`config.mk`:
```
export PLATFORM = sky130hd
export DESIGN_NAME = datagram_deframer_checksum_core_flat
export DESIGN_NICKNAME = d
export VERILOG_FILES = /design/src/hdl/dgram_pkg.sv /design/src/hdl/dgram_in_if.sv /design/src/hdl/dgram_out_if.sv /design/src/hdl/datagram_deframer_checksum_core.sv /design/src/flat_wrapper.sv
export SDC_FILE = /design/constraint.sdc
export NUM_CORES = 1
export LEC_CHECK = 0
export CORE_MARGIN = 8
export CORE_UTILIZATION = 40
export DETAILED_ROUTE_END_ITERATION = 8
export DONT_BUFFER_PORTS = 1
export GPL_ROUTABILITY_DRIVEN = 0
export REMOVE_ABC_BUFFERS = 1
export SYNTH_ARGS = -nofsm -noshare
export SYNTH_HDL_FRONTEND = slang
export SYNTH_SLANG_ARGS = --single-unit
```
`constraint.sdc`:
```
create_clock -name clk -period 4.7 [get_ports clk]
set_clock_uncertainty 0.1 [all_clocks]
set_input_delay 0.235 -clock clk [delete_from_list [all_inputs] [get_ports clk]]
set_output_delay 0.235 -clock clk [all_outputs]
set_load 0.05 [all_outputs]
```
`src/hdl/dgram_pkg.sv`:
```
package dgram_pkg;

    localparam int DATA_W   = 8;
    localparam int INDEX_W  = 10;
    localparam int LENGTH_W = 16;

    localparam int MAX_PAYLOAD_DEFAULT = 1024;

    // fixed frame header, first byte first
    localparam logic [DATA_W-1:0] HDR_BYTES [3] = '{8'h01, 8'h02, 8'h03};

    // framing overhead: header, sequence, two length bytes, checksum
    localparam logic [LENGTH_W:0] FRAME_OVERHEAD = 17'd7;

    typedef enum logic [1:0] {
        ST_OK           = 2'd0,
        ST_BAD_HEADER   = 2'd1,
        ST_BAD_CHECKSUM = 2'd2,
        ST_BAD_LENGTH   = 2'd3
    } status_t;

endpackage

```
`src/hdl/dgram_in_if.sv`:
```
interface dgram_in_if
    import dgram_pkg::*;
    ();
    logic              valid;
    logic              ready;
    logic [DATA_W-1:0] data_byte;
    logic              end_of_datagram;

    modport source (output valid, output data_byte, output end_of_datagram, input ready);
    modport sink   (input valid, input data_byte, input end_of_datagram, output ready);
endinterface

```
`src/hdl/dgram_out_if.sv`:
```
interface dgram_out_if
    import dgram_pkg::*;
    ();
    logic                valid;
    logic                ready;
    logic                is_status;
    logic [DATA_W-1:0]   payload_byte;
    logic [INDEX_W-1:0]  payload_index;
    status_t             status_code;
    logic [DATA_W-1:0]   sequence_number;
    logic [LENGTH_W-1:0] payload_length;
    logic                start_request;

    modport source (
        output valid, output is_status, output payload_byte, output payload_index,
        output status_code, output sequence_number, output payload_length,
        output start_request, input ready
    );
    modport sink (
        input valid, input is_status, input payload_byte, input payload_index,
        input status_code, input sequence_number, input payload_length,
        input start_request, output ready
    );
endinterface

```
`src/hdl/datagram_deframer_checksum_core.sv`:
```
// datagram deframer with additive 8-bit checksum
//
// data_ch takes one datagram byte per transfer; end_of_datagram marks the
// last byte. a frame is header 01 02 03, a sequence byte, a little-endian
// 16-bit payload length, the payload and a checksum byte (sum mod 256 of
// all earlier bytes).
// result_ch gives one transfer per payload byte (byte and index) while
// header and length are good, and one status transfer on the last byte:
// ok, bad header/checksum/length, with sequence byte, length field and start flag.
// a result appears in the cycle after its byte is taken, from the result
// register. throughput: one byte per cycle while that register is free or
// draining; the parse step is a few compares and one 8-bit add before it.
// stalls: a new byte is taken whenever the result register is empty or is
// being drained in the same cycle, so a stalled receiver holds off input
// only while a result is actually waiting.
// reset: parser returns to the first header byte, sums and captured
// fields clear, the result register empties. every status also returns
// the parser to that state for the next datagram.
module datagram_deframer_checksum_core
    import dgram_pkg::*;
#(
    parameter int MAX_PAYLOAD = MAX_PAYLOAD_DEFAULT
) (
    input  logic             clk,
    input  logic             rst_n,
    dgram_in_if.sink         data_ch,
    dgram_out_if.source      result_ch
);

    localparam logic [LENGTH_W-1:0] MAX_LEN = LENGTH_W'(MAX_PAYLOAD);
    localparam logic [LENGTH_W-1:0] POS_SAT = '1;

    typedef enum logic [2:0] {
        PH_HDR0    = 3'd0,
        PH_HDR1    = 3'd1,
        PH_HDR2    = 3'd2,
        PH_SEQ     = 3'd3,
        PH_LEN_LO  = 3'd4,
        PH_LEN_HI  = 3'd5,
        PH_PAYLOAD = 3'd6,
        PH_PAST    = 3'd7
    } phase_t;

    // parser state
    phase_t              phase_reg, phase_next;
    logic [LENGTH_W-1:0] pos_reg, pos_next;
    logic [DATA_W-1:0]   sum_reg, sum_next;
    logic                hdr_good_reg, hdr_good_next;
    logic [DATA_W-1:0]   seq_reg, seq_next;
    logic [LENGTH_W-1:0] len_reg, len_next;
    logic                first_one_reg, first_one_next;
    logic                len_bad_reg, len_bad_next;

    // result register
    logic                out_valid_reg, out_valid_next;
    logic                is_status_reg, is_status_next;
    logic [DATA_W-1:0]   pbyte_reg, pbyte_next;
    logic [INDEX_W-1:0]  pindex_reg, pindex_next;
    status_t             code_reg, code_next;
    logic [DATA_W-1:0]   oseq_reg, oseq_next;
    logic [LENGTH_W-1:0] olen_reg, olen_next;
    logic                start_reg, start_next;

    logic                accept;
    logic [DATA_W-1:0]   b;
    logic [LENGTH_W-1:0] idx;
    logic [LENGTH_W-1:0] pos_plus;
    logic [LENGTH_W-1:0] full_len;
    logic                hdr_ok;
    logic                len_ok;
    status_t             code;

    // accept while the result register is empty or draining
    assign data_ch.ready = !out_valid_reg || result_ch.ready;
    assign accept        = data_ch.valid && data_ch.ready;
    assign b             = data_ch.data_byte;

    // payload index and bytes-consumed-in-payload count
    assign idx      = pos_reg - LENGTH_W'(6);
    assign pos_plus = pos_reg - LENGTH_W'(5);
    assign full_len = {b, len_reg[DATA_W-1:0]};

    // end-of-datagram checks
    assign hdr_ok = hdr_good_reg &&
        (phase_reg >= PH_SEQ || (phase_reg == PH_HDR2 && b == HDR_BYTES[2]));
    assign len_ok = !len_bad_reg && phase_reg >= PH_PAYLOAD && pos_reg != POS_SAT &&
        ({1'b0, pos_reg} + 17'd1) == (FRAME_OVERHEAD + {1'b0, len_reg});

    always_comb
    begin
        if (!hdr_ok) begin
            code = ST_BAD_HEADER;
        end else if (!len_ok) begin
            code = ST_BAD_LENGTH;
        end else if (b != sum_reg) begin
            code = ST_BAD_CHECKSUM;
        end else begin
            code = ST_OK;
        end
    end

    always_comb
    begin
        phase_next     = phase_reg;
        pos_next       = pos_reg;
        sum_next       = sum_reg;
        hdr_good_next  = hdr_good_reg;
        seq_next       = seq_reg;
        len_next       = len_reg;
        first_one_next = first_one_reg;
        len_bad_next   = len_bad_reg;

        out_valid_next = out_valid_reg && !result_ch.ready;
        is_status_next = is_status_reg;
        pbyte_next     = pbyte_reg;
        pindex_next    = pindex_reg;
        code_next      = code_reg;
        oseq_next      = oseq_reg;
        olen_next      = olen_reg;
        start_next     = start_reg;

        if (accept) begin
            if (!data_ch.end_of_datagram) begin
                out_valid_next = 1'b0;
                case (phase_reg)
                    PH_HDR0, PH_HDR1, PH_HDR2:
                    begin
                        if (b != HDR_BYTES[phase_reg[1:0]]) begin
                            hdr_good_next = 1'b0;
                        end
                        phase_next = phase_t'(phase_reg + 3'd1);
                    end
                    PH_SEQ:
                    begin
                        seq_next   = b;
                        phase_next = PH_LEN_LO;
                    end
                    PH_LEN_LO:
                    begin
                        len_next   = {{(LENGTH_W-DATA_W){1'b0}}, b};
                        phase_next = PH_LEN_HI;
                    end
                    PH_LEN_HI:
                    begin
                        len_next = full_len;
                        if (full_len > MAX_LEN) begin
                            len_bad_next = 1'b1;
                        end
                        phase_next = (full_len == '0) ? PH_PAST : PH_PAYLOAD;
                    end
                    PH_PAYLOAD:
                    begin
                        if (idx == '0 && b == 8'd1) begin
                            first_one_next = 1'b1;
                        end
                        if (hdr_good_reg && !len_bad_reg) begin
                            out_valid_next = 1'b1;
                            is_status_next = 1'b0;
                            pbyte_next     = b;
                            pindex_next    = idx[INDEX_W-1:0];
                            code_next      = ST_OK;
                            oseq_next      = '0;
                            olen_next      = '0;
                            start_next     = 1'b0;
                        end
                        if (pos_plus >= len_reg) begin
                            phase_next = PH_PAST;
                        end
                    end
                    default:
                    begin
                        phase_next = phase_reg;
                    end
                endcase
                sum_next = sum_reg + b;
                if (pos_reg != POS_SAT) begin
                    pos_next = pos_reg + LENGTH_W'(1);
                end
            end else begin
                // status transfer, then back to the first header byte
                out_valid_next = 1'b1;
                is_status_next = 1'b1;
                pbyte_next     = '0;
                pindex_next    = '0;
                code_next      = code;
                oseq_next      = seq_reg;
                olen_next      = len_reg;
                start_next     = (code == ST_OK) && first_one_reg;

                phase_next     = PH_HDR0;
                pos_next       = '0;
                sum_next       = '0;
                hdr_good_next  = 1'b1;
                seq_next       = '0;
                len_next       = '0;
                first_one_next = 1'b0;
                len_bad_next   = 1'b0;
            end
        end
    end

    always_ff @(posedge clk or negedge rst_n)
    begin
        if (!rst_n) begin
            phase_reg     <= PH_HDR0;
            pos_reg       <= '0;
            sum_reg       <= '0;
            hdr_good_reg  <= 1'b1;
            seq_reg       <= '0;
            len_reg       <= '0;
            first_one_reg <= 1'b0;
            len_bad_reg   <= 1'b0;
            out_valid_reg <= 1'b0;
            is_status_reg <= 1'b0;
            pbyte_reg     <= '0;
            pindex_reg    <= '0;
            code_reg      <= ST_OK;
            oseq_reg      <= '0;
            olen_reg      <= '0;
            start_reg     <= 1'b0;
        end else begin
            phase_reg     <= phase_next;
            pos_reg       <= pos_next;
            sum_reg       <= sum_next;
            hdr_good_reg  <= hdr_good_next;
            seq_reg       <= seq_next;
            len_reg       <= len_next;
            first_one_reg <= first_one_next;
            len_bad_reg   <= len_bad_next;
            out_valid_reg <= out_valid_next;
            is_status_reg <= is_status_next;
            pbyte_reg     <= pbyte_next;
            pindex_reg    <= pindex_next;
            code_reg      <= code_next;
            oseq_reg      <= oseq_next;
            olen_reg      <= olen_next;
            start_reg     <= start_next;
        end
    end

    assign result_ch.valid           = out_valid_reg;
    assign result_ch.is_status       = is_status_reg;
    assign result_ch.payload_byte    = pbyte_reg;
    assign result_ch.payload_index   = pindex_reg;
    assign result_ch.status_code     = code_reg;
    assign result_ch.sequence_number = oseq_reg;
    assign result_ch.payload_length  = olen_reg;
    assign result_ch.start_request   = start_reg;

endmodule

```
`src/flat_wrapper.sv`:
```
// flat-port wrapper written by rule: the top's interface ports become plain ports
module datagram_deframer_checksum_core_flat import dgram_pkg::*;
#(
    parameter int MAX_PAYLOAD = MAX_PAYLOAD_DEFAULT
)
  (clk, rst_n, data_ch_valid, data_ch_data_byte, data_ch_end_of_datagram, data_ch_ready, result_ch_valid, result_ch_is_status, result_ch_payload_byte, result_ch_payload_index, result_ch_status_code, result_ch_sequence_number, result_ch_payload_length, result_ch_start_request, result_ch_ready);
  dgram_in_if data_ch_i ();
  dgram_out_if result_ch_i ();
  input  logic clk;
  input  logic rst_n;
  input wire logic [$bits(data_ch_i.valid)-1:0] data_ch_valid;
  input wire logic [$bits(data_ch_i.data_byte)-1:0] data_ch_data_byte;
  input wire logic [$bits(data_ch_i.end_of_datagram)-1:0] data_ch_end_of_datagram;
  output wire logic [$bits(data_ch_i.ready)-1:0] data_ch_ready;
  output wire logic [$bits(result_ch_i.valid)-1:0] result_ch_valid;
  output wire logic [$bits(result_ch_i.is_status)-1:0] result_ch_is_status;
  output wire logic [$bits(result_ch_i.payload_byte)-1:0] result_ch_payload_byte;
  output wire logic [$bits(result_ch_i.payload_index)-1:0] result_ch_payload_index;
  output wire logic [$bits(result_ch_i.status_code)-1:0] result_ch_status_code;
  output wire logic [$bits(result_ch_i.sequence_number)-1:0] result_ch_sequence_number;
  output wire logic [$bits(result_ch_i.payload_length)-1:0] result_ch_payload_length;
  output wire logic [$bits(result_ch_i.start_request)-1:0] result_ch_start_request;
  input wire logic [$bits(result_ch_i.ready)-1:0] result_ch_ready;
  assign data_ch_i.valid = data_ch_valid;
  assign data_ch_i.data_byte = data_ch_data_byte;
  assign data_ch_i.end_of_datagram = data_ch_end_of_datagram;
  assign data_ch_ready = data_ch_i.ready;
  assign result_ch_valid = result_ch_i.valid;
  assign result_ch_is_status = result_ch_i.is_status;
  assign result_ch_payload_byte = result_ch_i.payload_byte;
  assign result_ch_payload_index = result_ch_i.payload_index;
  assign result_ch_status_code = result_ch_i.status_code;
  assign result_ch_sequence_number = result_ch_i.sequence_number;
  assign result_ch_payload_length = result_ch_i.payload_length;
  assign result_ch_start_request = result_ch_i.start_request;
  assign result_ch_i.ready = result_ch_ready;
  datagram_deframer_checksum_core #(.MAX_PAYLOAD(MAX_PAYLOAD)) u_core (.clk(clk), .rst_n(rst_n), .data_ch(data_ch_i), .result_ch(result_ch_i));
endmodule
```
==> results.cfg, run 1 <==
[sta]
slew_headroom_pct = 31.7
drv_slew = 0
rsz0062_at_grt = no
setup_viol = 0
period_share_pct = 91.8
period_minus_slack_ps = 4310
setup_tns_ps = 0
tightest_slew_ps = 1020
hold_viol = 0
holdWs_ps = 9.99
fmax_mhz = 232

[critical_path]
crit_type = flop to flop
r2r_end = u_core.phase_reg[0]
worstReg2RegStart = u_core.pos_reg[2]
r2r_slack_ps = 390
worst_setup_path_start_kind = flop
path_max_fanout = 12
arrival_ps = 4470
worstSetupEndpointType = flop
cp.required_ps = 4860
reg2reg_depth = 14

[synthesis]
synthCells = 733
ys_seq_area_share_pct = 39.2
synth.yosys.warnings = 0
synthArstFlopShare_pct = 100
synth_area_leader_cell = dfrtp_1
ys_ff_latch = 101
ys.flop_type = dfrtp_1
yosys-top-cells-area = dfrtp_1 (39%), ha_1 (6.8%), nand2_1 (6.0%)
syn-mean-instance-area_um2 = 8.80
synth_cell_type_count = 68
synth_top_area_share_pct = 38.8
synth_edf_count = 0
syn-cell-area_um2 = 6450

[placement]
portBuffers = 0
dpl_cell_area_um2 = 6590
detailed_place_hpwl_mm = 13.6

[floorplan]
initial_core_util_pct = 40.8
design.die.area_um2 = 20400
dieWidth_um = 143
io-pin-count = 61
core_area_um2 = 15800
row_count = 46
die_y_um = 143

[layout]
multiInputGateArea_um2 = 3630
num_antenna_cells = 0
fin_area_um2 = 6990
drive_above_1_share_pct = 6.68
layout_commonest_cell = nand2_1
final_cell_mix = nand2_1 (103), dfrtp_1 (100), o21ai_0 (70), xnor2_1 (44), nor2_1 (42)
area_growth_pct = 8.42
num-fill-cells = 1600
fin_nets = 763
seqCellArea_um2 = 2530

[clocking]
clk_path_buf_depth = 2
cts-root-buf = clkbuf_16
cts_sinks = 101
post_cts_buffers = 0
clk_pin_slew_ps = 80
htree_levels = 3
clock_latency_ps = 370
tritoncts = yes
cts_made_buffers = 9

[global_route]
grt_pass1_vias = 5416
grt-ovfl-total = 0
grt_start_max_net_pins = 102
grt_pass1_wl_mm = 30.9
antenna_found_initial = 0
grt_util_all_layers_pct = 19.7

[power_and_ir_drop]
p_per_area_nw_per_um2 = 555
leakagePower_uw = 0.00298
finalPower_uw = 3880
vdd_drop_max_mv = 0.294

[routing]
num_vias = 5460
first_pass_iters = 5
wire_per_inst_um = 20.6
ant_nets = 0
drt_iter0_markers = 585
drc = 0
wl_mm = 19.3
via_per_inst = 5.84

[worst_hold_path]
hp-start = data_ch_data_byte[4]
holdPathStages = 2
hold_path.class = input pin to flop
holdPathEnd = u_core.result_ch.payload_byte[4]

[run_status]
outcome = finished clean

[run]
max_cap_violations = 0
==> how the worst max path moves through the flow <==
stage / start / to / slack (ps) / cells after the start
after global placement: u_core.pos_reg[2] / u_core.phase_reg[0] / 590 / 14
after floorplan: u_core.pos_reg[2] / u_core.phase_reg[0] / 620 / 14
after global routing: u_core.pos_reg[2] / u_core.phase_reg[0] / 70 / 14
after CTS: u_core.pos_reg[2] / u_core.phase_reg[2] / 240 / 14
final: u_core.pos_reg[2] / u_core.phase_reg[0] / 390 / 14
after detailed placement: u_core.pos_reg[2] / u_core.phase_reg[0] / 370 / 14
==> cell type report <==
cell class | count | area share, %
multi-input combinational | 557 | 51.9
sequential | 101 | 36.2
tap | 216 | 3.86
clock buffer | 10 | 3.42
timing repair buffer | 15 | 2.29
inverter | 30 | 1.61
clock inverter | 6 | 0.733
==> kinds of logic after synthesis <==
| group | after synthesis | synth area share, % |
|---|---|---|
| buffers and inverters | 75 | 4.71 |
| adder cells (fa/ha/maj) | 36 | 7.10 |
| flip-flops | 101 | 39.2 |
| AO/OA/AOI/OAI | 186 | 18.1 |
| multiplexers | 7 | 1.16 |
| XOR/XNOR | 60 | 8.69 |
| AND/OR/NAND/NOR | 268 | 21.0 |
==> power by group <==
part           leakage (uW)  switching [uW]  internal [uW]
sequential          0.00133             623           1080
combinational       0.00150             794            638
clock              0.000146             363            383
total               0.00298            1780           2100
==> stage by stage <==
| step | utilization, % | std cells | setup WS [ps] |
|---|---|---|---|
| floorplan | - | 688 | 616 |
| global placement | 41.6 | 911 | 590 |
| detailed placement | 41.6 | 911 | 372 |
| CTS | 44.2 | 935 | 238 |
| global route | 44.2 | 935 | 65.9 |
| finish | 44.2 | 935 | 387 |
==> worst max-delay path: stages, from the launching register on <==
cell and delay, ps:
dfrtp_1 540, ha_1 360, nor3_1 240, a21boi_1 290, nand3_1 160, or3_1 390, xnor2_1 160, ha_1 340
a21o_1 160, a21o_1 180, a2111oi_2 410, o2111ai_1 190, a211oi_1 250, nor2_1 150, mux2_2 290
==> timing repair <==
| item | 4_1_cts | 5_1_grt |
|---|---|---|
| resized for setup | 0 | 2 |
| hold endpoints to repair | 137 | 0 |
| hold buffers | 8 | 0 |
| setup endpoints to repair | 0 | 3 |
==> synthesized netlist by cell type, types with 2 or more instances <==
| library cell | n |
|---|---|
| dfrtp_1 | 100 |
| buf_1 | 2 |
| xnor3_1 | 2 |
| o31a_1 | 4 |
| nor3_1 | 17 |
| xor2_1 | 13 |
| clkbuf_2 | 2 |
| o21ai_0 | 70 |
| a31o_2 | 2 |
| and2_1 | 4 |
| nand4_1 | 11 |
| a21oi_1 | 34 |
| o31ai_1 | 10 |
| or4_4 | 2 |
| a211oi_1 | 3 |
| buf_4 | 3 |
| o2111ai_1 | 2 |
| clkbuf_1 | 31 |
| a2111oi_0 | 2 |
| and4_1 | 3 |
| o22ai_1 | 5 |
| o21ai_1 | 2 |
| nand2b_1 | 11 |
| nor4_1 | 14 |
| nor2b_1 | 12 |
| a21o_1 | 12 |
| nor3b_1 | 3 |
| mux2i_1 | 3 |
| or4_1 | 4 |
| nor2_1 | 42 |
| and3_1 | 6 |
| nand2_1 | 103 |
| a22o_1 | 16 |
| a31oi_1 | 10 |
| or3_1 | 7 |
| nand3_1 | 14 |
| buf_2 | 7 |
| mux2_2 | 4 |
| xnor2_1 | 44 |
| nand3b_1 | 3 |
| nor4b_1 | 2 |
| nand3_2 | 3 |
| ha_1 | 35 |
| inv_1 | 30 |
==> routing by layer <==
layer / share of wire, % / vias to the layer above / track usage, %
met3: 7.4 / 42 / 5.88
met4: 2.7 / 0 / 7.16
li1: - / 2553 / -
met5: 0 / - / 0
met2: 47 / 189 / 31.1
met1: 43 / 2676 / 24.9
No activity file was read; power rests on OpenSTA's default activity.
==> inputs of run 2 (changes only) <==
--- a/config.mk
+++ b/config.mk
@@ -7,6 +7,7 @@
 export LEC_CHECK = 0
 export CORE_MARGIN = 8
 export CORE_UTILIZATION = 40
+export CTS_BUF_LIST = sky130_fd_sc_hd__clkbuf_8
 export DETAILED_ROUTE_END_ITERATION = 8
 export DONT_BUFFER_PORTS = 1
 export GPL_ROUTABILITY_DRIVEN = 0
==> results.cfg, run 2 (synthesis results as in run 1) <==
[run_status]
outcome = finished clean

[floorplan]
design.die.area_um2 = 20400
core_area_um2 = 15800
io-pin-count = 61
dieWidth_um = 143
row_count = 46
die_y_um = 143
initial_core_util_pct = 40.8

[clocking]
clock_latency_ps = 400
cts-root-buf = clkbuf_8
htree_levels = 3
post_cts_buffers = 0
clk_path_buf_depth = 2
clk_pin_slew_ps = 110
cts_sinks = 101
tritoncts = yes
cts_made_buffers = 9

[sta]
fmax_mhz = 230
rsz0062_at_grt = no
setup_tns_ps = 0
tightest_slew_ps = 1020
hold_viol = 0
period_minus_slack_ps = 4340
slew_headroom_pct = 31.7
drv_slew = 0
setup_viol = 0
period_share_pct = 92.3

[power_and_ir_drop]
p_per_area_nw_per_um2 = 532
pwr-share-comb_pct = 38.8
switching_share_pct = 47.5
leakagePower_uw = 0.00295
vdd_drop_max_mv = 0.280
finalPower_uw = 3680
p_seq_share_pct = 46.1
p_switching_uw = 1750
clkPwrFrac_pct = 15.1
intPower_uw = 1930

[routing]
first_pass_iters = 7
wire_per_inst_um = 20.6
via_per_inst = 5.81
drt_iter0_markers = 464
drc = 0
ant_nets = 0
wl_mm = 19.3
num_vias = 5453

[placement]
dpl_cell_area_um2 = 6590
portBuffers = 0
detailed_place_hpwl_mm = 13.6
dp_cells = 911

[layout]
num_antenna_cells = 0
fin_nets = 767
drive_above_1_share_pct = 6.50
final_cell_mix = nand2_1 (103), dfrtp_1 (100), o21ai_0 (70), xnor2_1 (44), nor2_1 (42)
fin_area_um2 = 6930
instances_no_fill = 939
layout_commonest_cell = nand2_1
area_growth_pct = 7.39

[critical_path]
crit_buf_inv = 0
arrival_ps = 4540
worst_setup_path_start_kind = flop
cp_slowest_stage_delay_ps = 550
path_max_fanout = 12
startpoint = u_core.pos_reg[2]
critPathSlowestCell = dfrtp_1
worstSetupEndpointType = flop
cp.required_ps = 4900
reg2reg_depth = 14
worstPathCellList = ha_1 -> nor3_1 -> a21boi_1 -> nand3_1 -> or3_1 -> xnor2_1 -> ha_1 -> a21o_1 -> a21o_1 -> a2111oi_1 -> o2111ai_1 -> a211oi_1 -> nor2_1 -> mux2_2
worstReg2RegStart = u_core.pos_reg[2]
r2r_slack_ps = 360
r2r_end = u_core.phase_reg[0]
crit_type = flop to flop
cp.depth = 14
cp_top_family = compound AO/OA/AOI/OAI gates
crit_end = u_core.phase_reg[0]

[global_route]
grt_pass1_wl_mm = 31.1
grt_start_max_net_pins = 102
grt_pass1_vias = 5418
antenna_found_initial = 0
grt-ovfl-total = 0
grt_util_all_layers_pct = 19.8

[run]
max_cap_violations = 0

[worst_hold_path]
hold_path.class = input pin to flop
## run 2: cell count changes in the layout (fill, tap and decap cells not counted)
cell           before  now
a2111oi_2           2    1
a2111oi_1           1    2
clkbuf_8            1   10
dlygate4sd3_1       6   10
clkbuf_16           9    0
## run 2: worst register-to-register path, cell delays in order (launching register included)
cell and delay (ps):
dfrtp_1 550, ha_1 350, nor3_1 240, a21boi_1 290, nand3_1 160, or3_1 390, xnor2_1 160, ha_1 340
a21o_1 160, a21o_1 160, a2111oi_1 520, o2111ai_1 190, a211oi_1 210, nor2_1 130, mux2_2 280
## run 2: area by class of cell
class	instances	area, um2
clock buffers	10	138
clock inverters	6	51.3
fillers	1604	8900
inverters	30	113
multi-input cells	557	3630
flip-flops and latches	101	2530
well taps	216	270
repair buffers	19	200
## run 2: through the flow
step / hold slack [ps] / setup WS [ps] / util, %
finish: 17.0 / 360 / 43.8
global route: 11.8 / 27.4 / 43.8
CTS: 1.68 / 335 / 43.8
detailed placement: -156 / 372 / 41.6
global placement: -156 / 590 / 41.6
floorplan: -161 / 616 / -
## run 2: worst min-delay path by stage
stage / start / endpoint / slack, ps / cells after the start
2_1_floorplan: rst_n / u_core.first_one_reg / -160 / 0
3_3_place_gp: rst_n / u_core.result_ch.payload_index[4] / -160 / 0
3_5_place_dp: rst_n / u_core.result_ch.payload_index[4] / -160 / 0
4_1_cts: data_ch_end_of_datagram / u_core.sum_reg[7] / 2 / 3
5_1_grt: data_ch_end_of_datagram / u_core.result_ch.payload_index[7] / 10 / 2
6_report: data_ch_data_byte[5] / u_core.len_reg[13] / 20 / 2
## run 2: routing by layer
metal | share of wire [%] | track usage [%]
met1 | 42 | 25.2
met2 | 47 | 31.7
met3 | 7.9 | 5.14
met4 | 2.2 | 6.88
met5 | 0 | 0
## run 2: power by group through the flow
stage	registers, uW	clock network (uW)	logic, uW
floorplan	1630	0	1060
global placement	1700	0	1340
detailed placement	1720	0	1370
CTS	1700	571	1420
global route	1740	600	1600
finish	1700	555	1430
## run 2: repair_timing
action / in CTS / in global routing
setup endpoints to repair: 0 / 3
hold buffers: 12 / 0
resized for setup: 0 / 1
endpoints found under the hold margin: 156 / 0
==> inputs of run 3 (changes only) <==
--- a/config.mk
+++ b/config.mk
@@ -5,12 +5,12 @@
 export SDC_FILE = /design/constraint.sdc
 export NUM_CORES = 1
 export LEC_CHECK = 0
-export CORE_MARGIN = 8
 export CORE_UTILIZATION = 40
 export CTS_BUF_LIST = sky130_fd_sc_hd__clkbuf_8
 export DETAILED_ROUTE_END_ITERATION = 8
 export DONT_BUFFER_PORTS = 1
 export GPL_ROUTABILITY_DRIVEN = 0
+export GPL_TIMING_DRIVEN = 0
 export REMOVE_ABC_BUFFERS = 1
 export SYNTH_ARGS = -nofsm -noshare
 export SYNTH_HDL_FRONTEND = slang
==> results.cfg, run 3 (synthesis results as in run 1) <==
[critical_path]
path_max_fanout = 8
arrival_ps = 4750
r2r_slack_ps = 160
worstReg2RegStart = u_core.pos_reg[1]
startpoint = u_core.pos_reg[1]
worst_setup_path_start_kind = flop
cp.required_ps = 4900
worstSetupEndpointType = flop
reg2reg_depth = 14
crit_type = flop to flop

[sta]
period_minus_slack_ps = 4540
fmax_mhz = 220
setup_viol = 0
setup_slack_ps = 156
hold_viol = 0
slew_headroom_pct = 8.93
period_share_pct = 96.7
holdWs_ps = 7.33
drv_slew = 0
tightest_slew_ps = 1370
setup_tns_ps = 0

[clocking]
cts_sinks = 101
tritoncts = yes
cts-root-buf = clkbuf_8
htree_levels = 3
cts_made_buffers = 9
clock_latency_ps = 420
clk_path_buf_depth = 2
clk_pin_slew_ps = 110
post_cts_buffers = 0

[power_and_ir_drop]
leakagePower_uw = 0.00292
vdd_drop_max_mv = 0.276
p_per_area_nw_per_um2 = 528

[floorplan]
die_y_um = 129
initial_core_util_pct = 40.8
design.die.area_um2 = 16600
row_count = 46
dieWidth_um = 129
core_area_um2 = 15800
io-pin-count = 61

[routing]
wire_per_inst_um = 19.4
via_per_inst = 5.81
num_vias = 5417
drc = 0
wl_mm = 18.1
ant_nets = 0
first_pass_iters = 5
drt_iter0_markers = 368

[layout]
drive_above_1_share_pct = 6.42
num_antenna_cells = 0
layout_commonest_cell = nand2_1
fin_nets = 761
instances_no_fill = 932
area_growth_pct = 7.31
fin_area_um2 = 6920
final_cell_mix = nand2_1 (103), dfrtp_1 (99), o21ai_0 (70), xnor2_1 (44), nor2_1 (42)

[global_route]
grt_pass1_wl_mm = 29.0
grt-ovfl-total = 0
grt_pass1_vias = 5190
antenna_found_initial = 0
grt_start_max_net_pins = 102
grt_util_all_layers_pct = 23.3

[worst_hold_path]
hold_path.class = input pin to flop
hp-start = data_ch_end_of_datagram
holdPathStages = 2

[run_status]
outcome = finished clean

[placement]
dpl_cell_area_um2 = 6560
dp_worst_setup_slack_ps = -883
portBuffers = 0
detailed_place_hpwl_mm = 12.4
dp_cells = 905

[run]
max_cap_violations = 0
[run 3: cell types whose count changed in the layout (fill, tap and decap cells not counted), sizes merged]
cell / previous run / this run
clkinvlp: 0 / 1
inv: 34 / 33
clkbuf: 10 / 9
buf: 9 / 3
[run 3: worst paths after layout]
| kind | end |
|---|---|
| min in group asynchronous | u_core.result_ch.payload_index[2] |
| max in group asynchronous | u_core.pos_reg[12] |
| worst min register to register | u_core.sum_reg[2] |
| worst min-delay path | u_core.len_reg[6] |
| worst max register to register | u_core.phase_reg[0] |
| worst max-delay path | u_core.phase_reg[0] |
[run 3: routing by layer]
| layer | wire (um) | track usage (%) | part of all wire [%] |
|---|---|---|---|
| met5 | 0 | 0 | 0 |
| met4 | 335 | 7.40 | 1.9 |
| met3 | 1080 | 5.20 | 6.0 |
| met2 | 8680 | 37.7 | 48 |
| met1 | 8010 | 30.8 | 44 |
[run 3: through the flow]
stage | total power (uW) | util [%]
3_5_place_dp | 3050 | 41.4
3_3_place_gp | 2990 | 41.3
6_report | 3650 | 43.7
5_1_grt | 3900 | 43.7
4_1_cts | 3650 | 43.7
2_1_floorplan | 2690 | -
[run 3: where the power goes]
part	leakage [uW]	switching [uW]	internal, uW
combinational	0.00150	777	632
sequential	0.00133	629	1080
clock	0.0000882	339	199
total	0.00292	1740	1910
[run 3: repair_timing]
item	CTS	global route
hold buffers	12	0
endpoints found under the hold margin	162	0
pin swaps	0	0
setup endpoints to repair	3	3
gates resized for setup	6	2
[run 3: final cells by class]
| type | count | area, um2 |
|---|---|---|
| fill | 1553 | 8900 |
| multi-input combinational | 557 | 3660 |
| sequential | 101 | 2530 |
| tap | 216 | 270 |
| timing repair buffer | 13 | 168 |
| clock buffer | 9 | 124 |
| inverter | 30 | 113 |
| clock inverter | 6 | 53.8 |
[run 3: critical path, cell delays in order (launching register included)]
cell       delay, ps
dfrtp_1          500
ha_1             340
nor3_2           280
a21boi_2         340
nand3_1          170
or3_1            410
xnor2_1          160
ha_1             320
a21o_1           160
a21o_1           200
a2111oi_4        500
o2111ai_1        210
a211oi_2         270
nor2_1           170
mux2_2           290
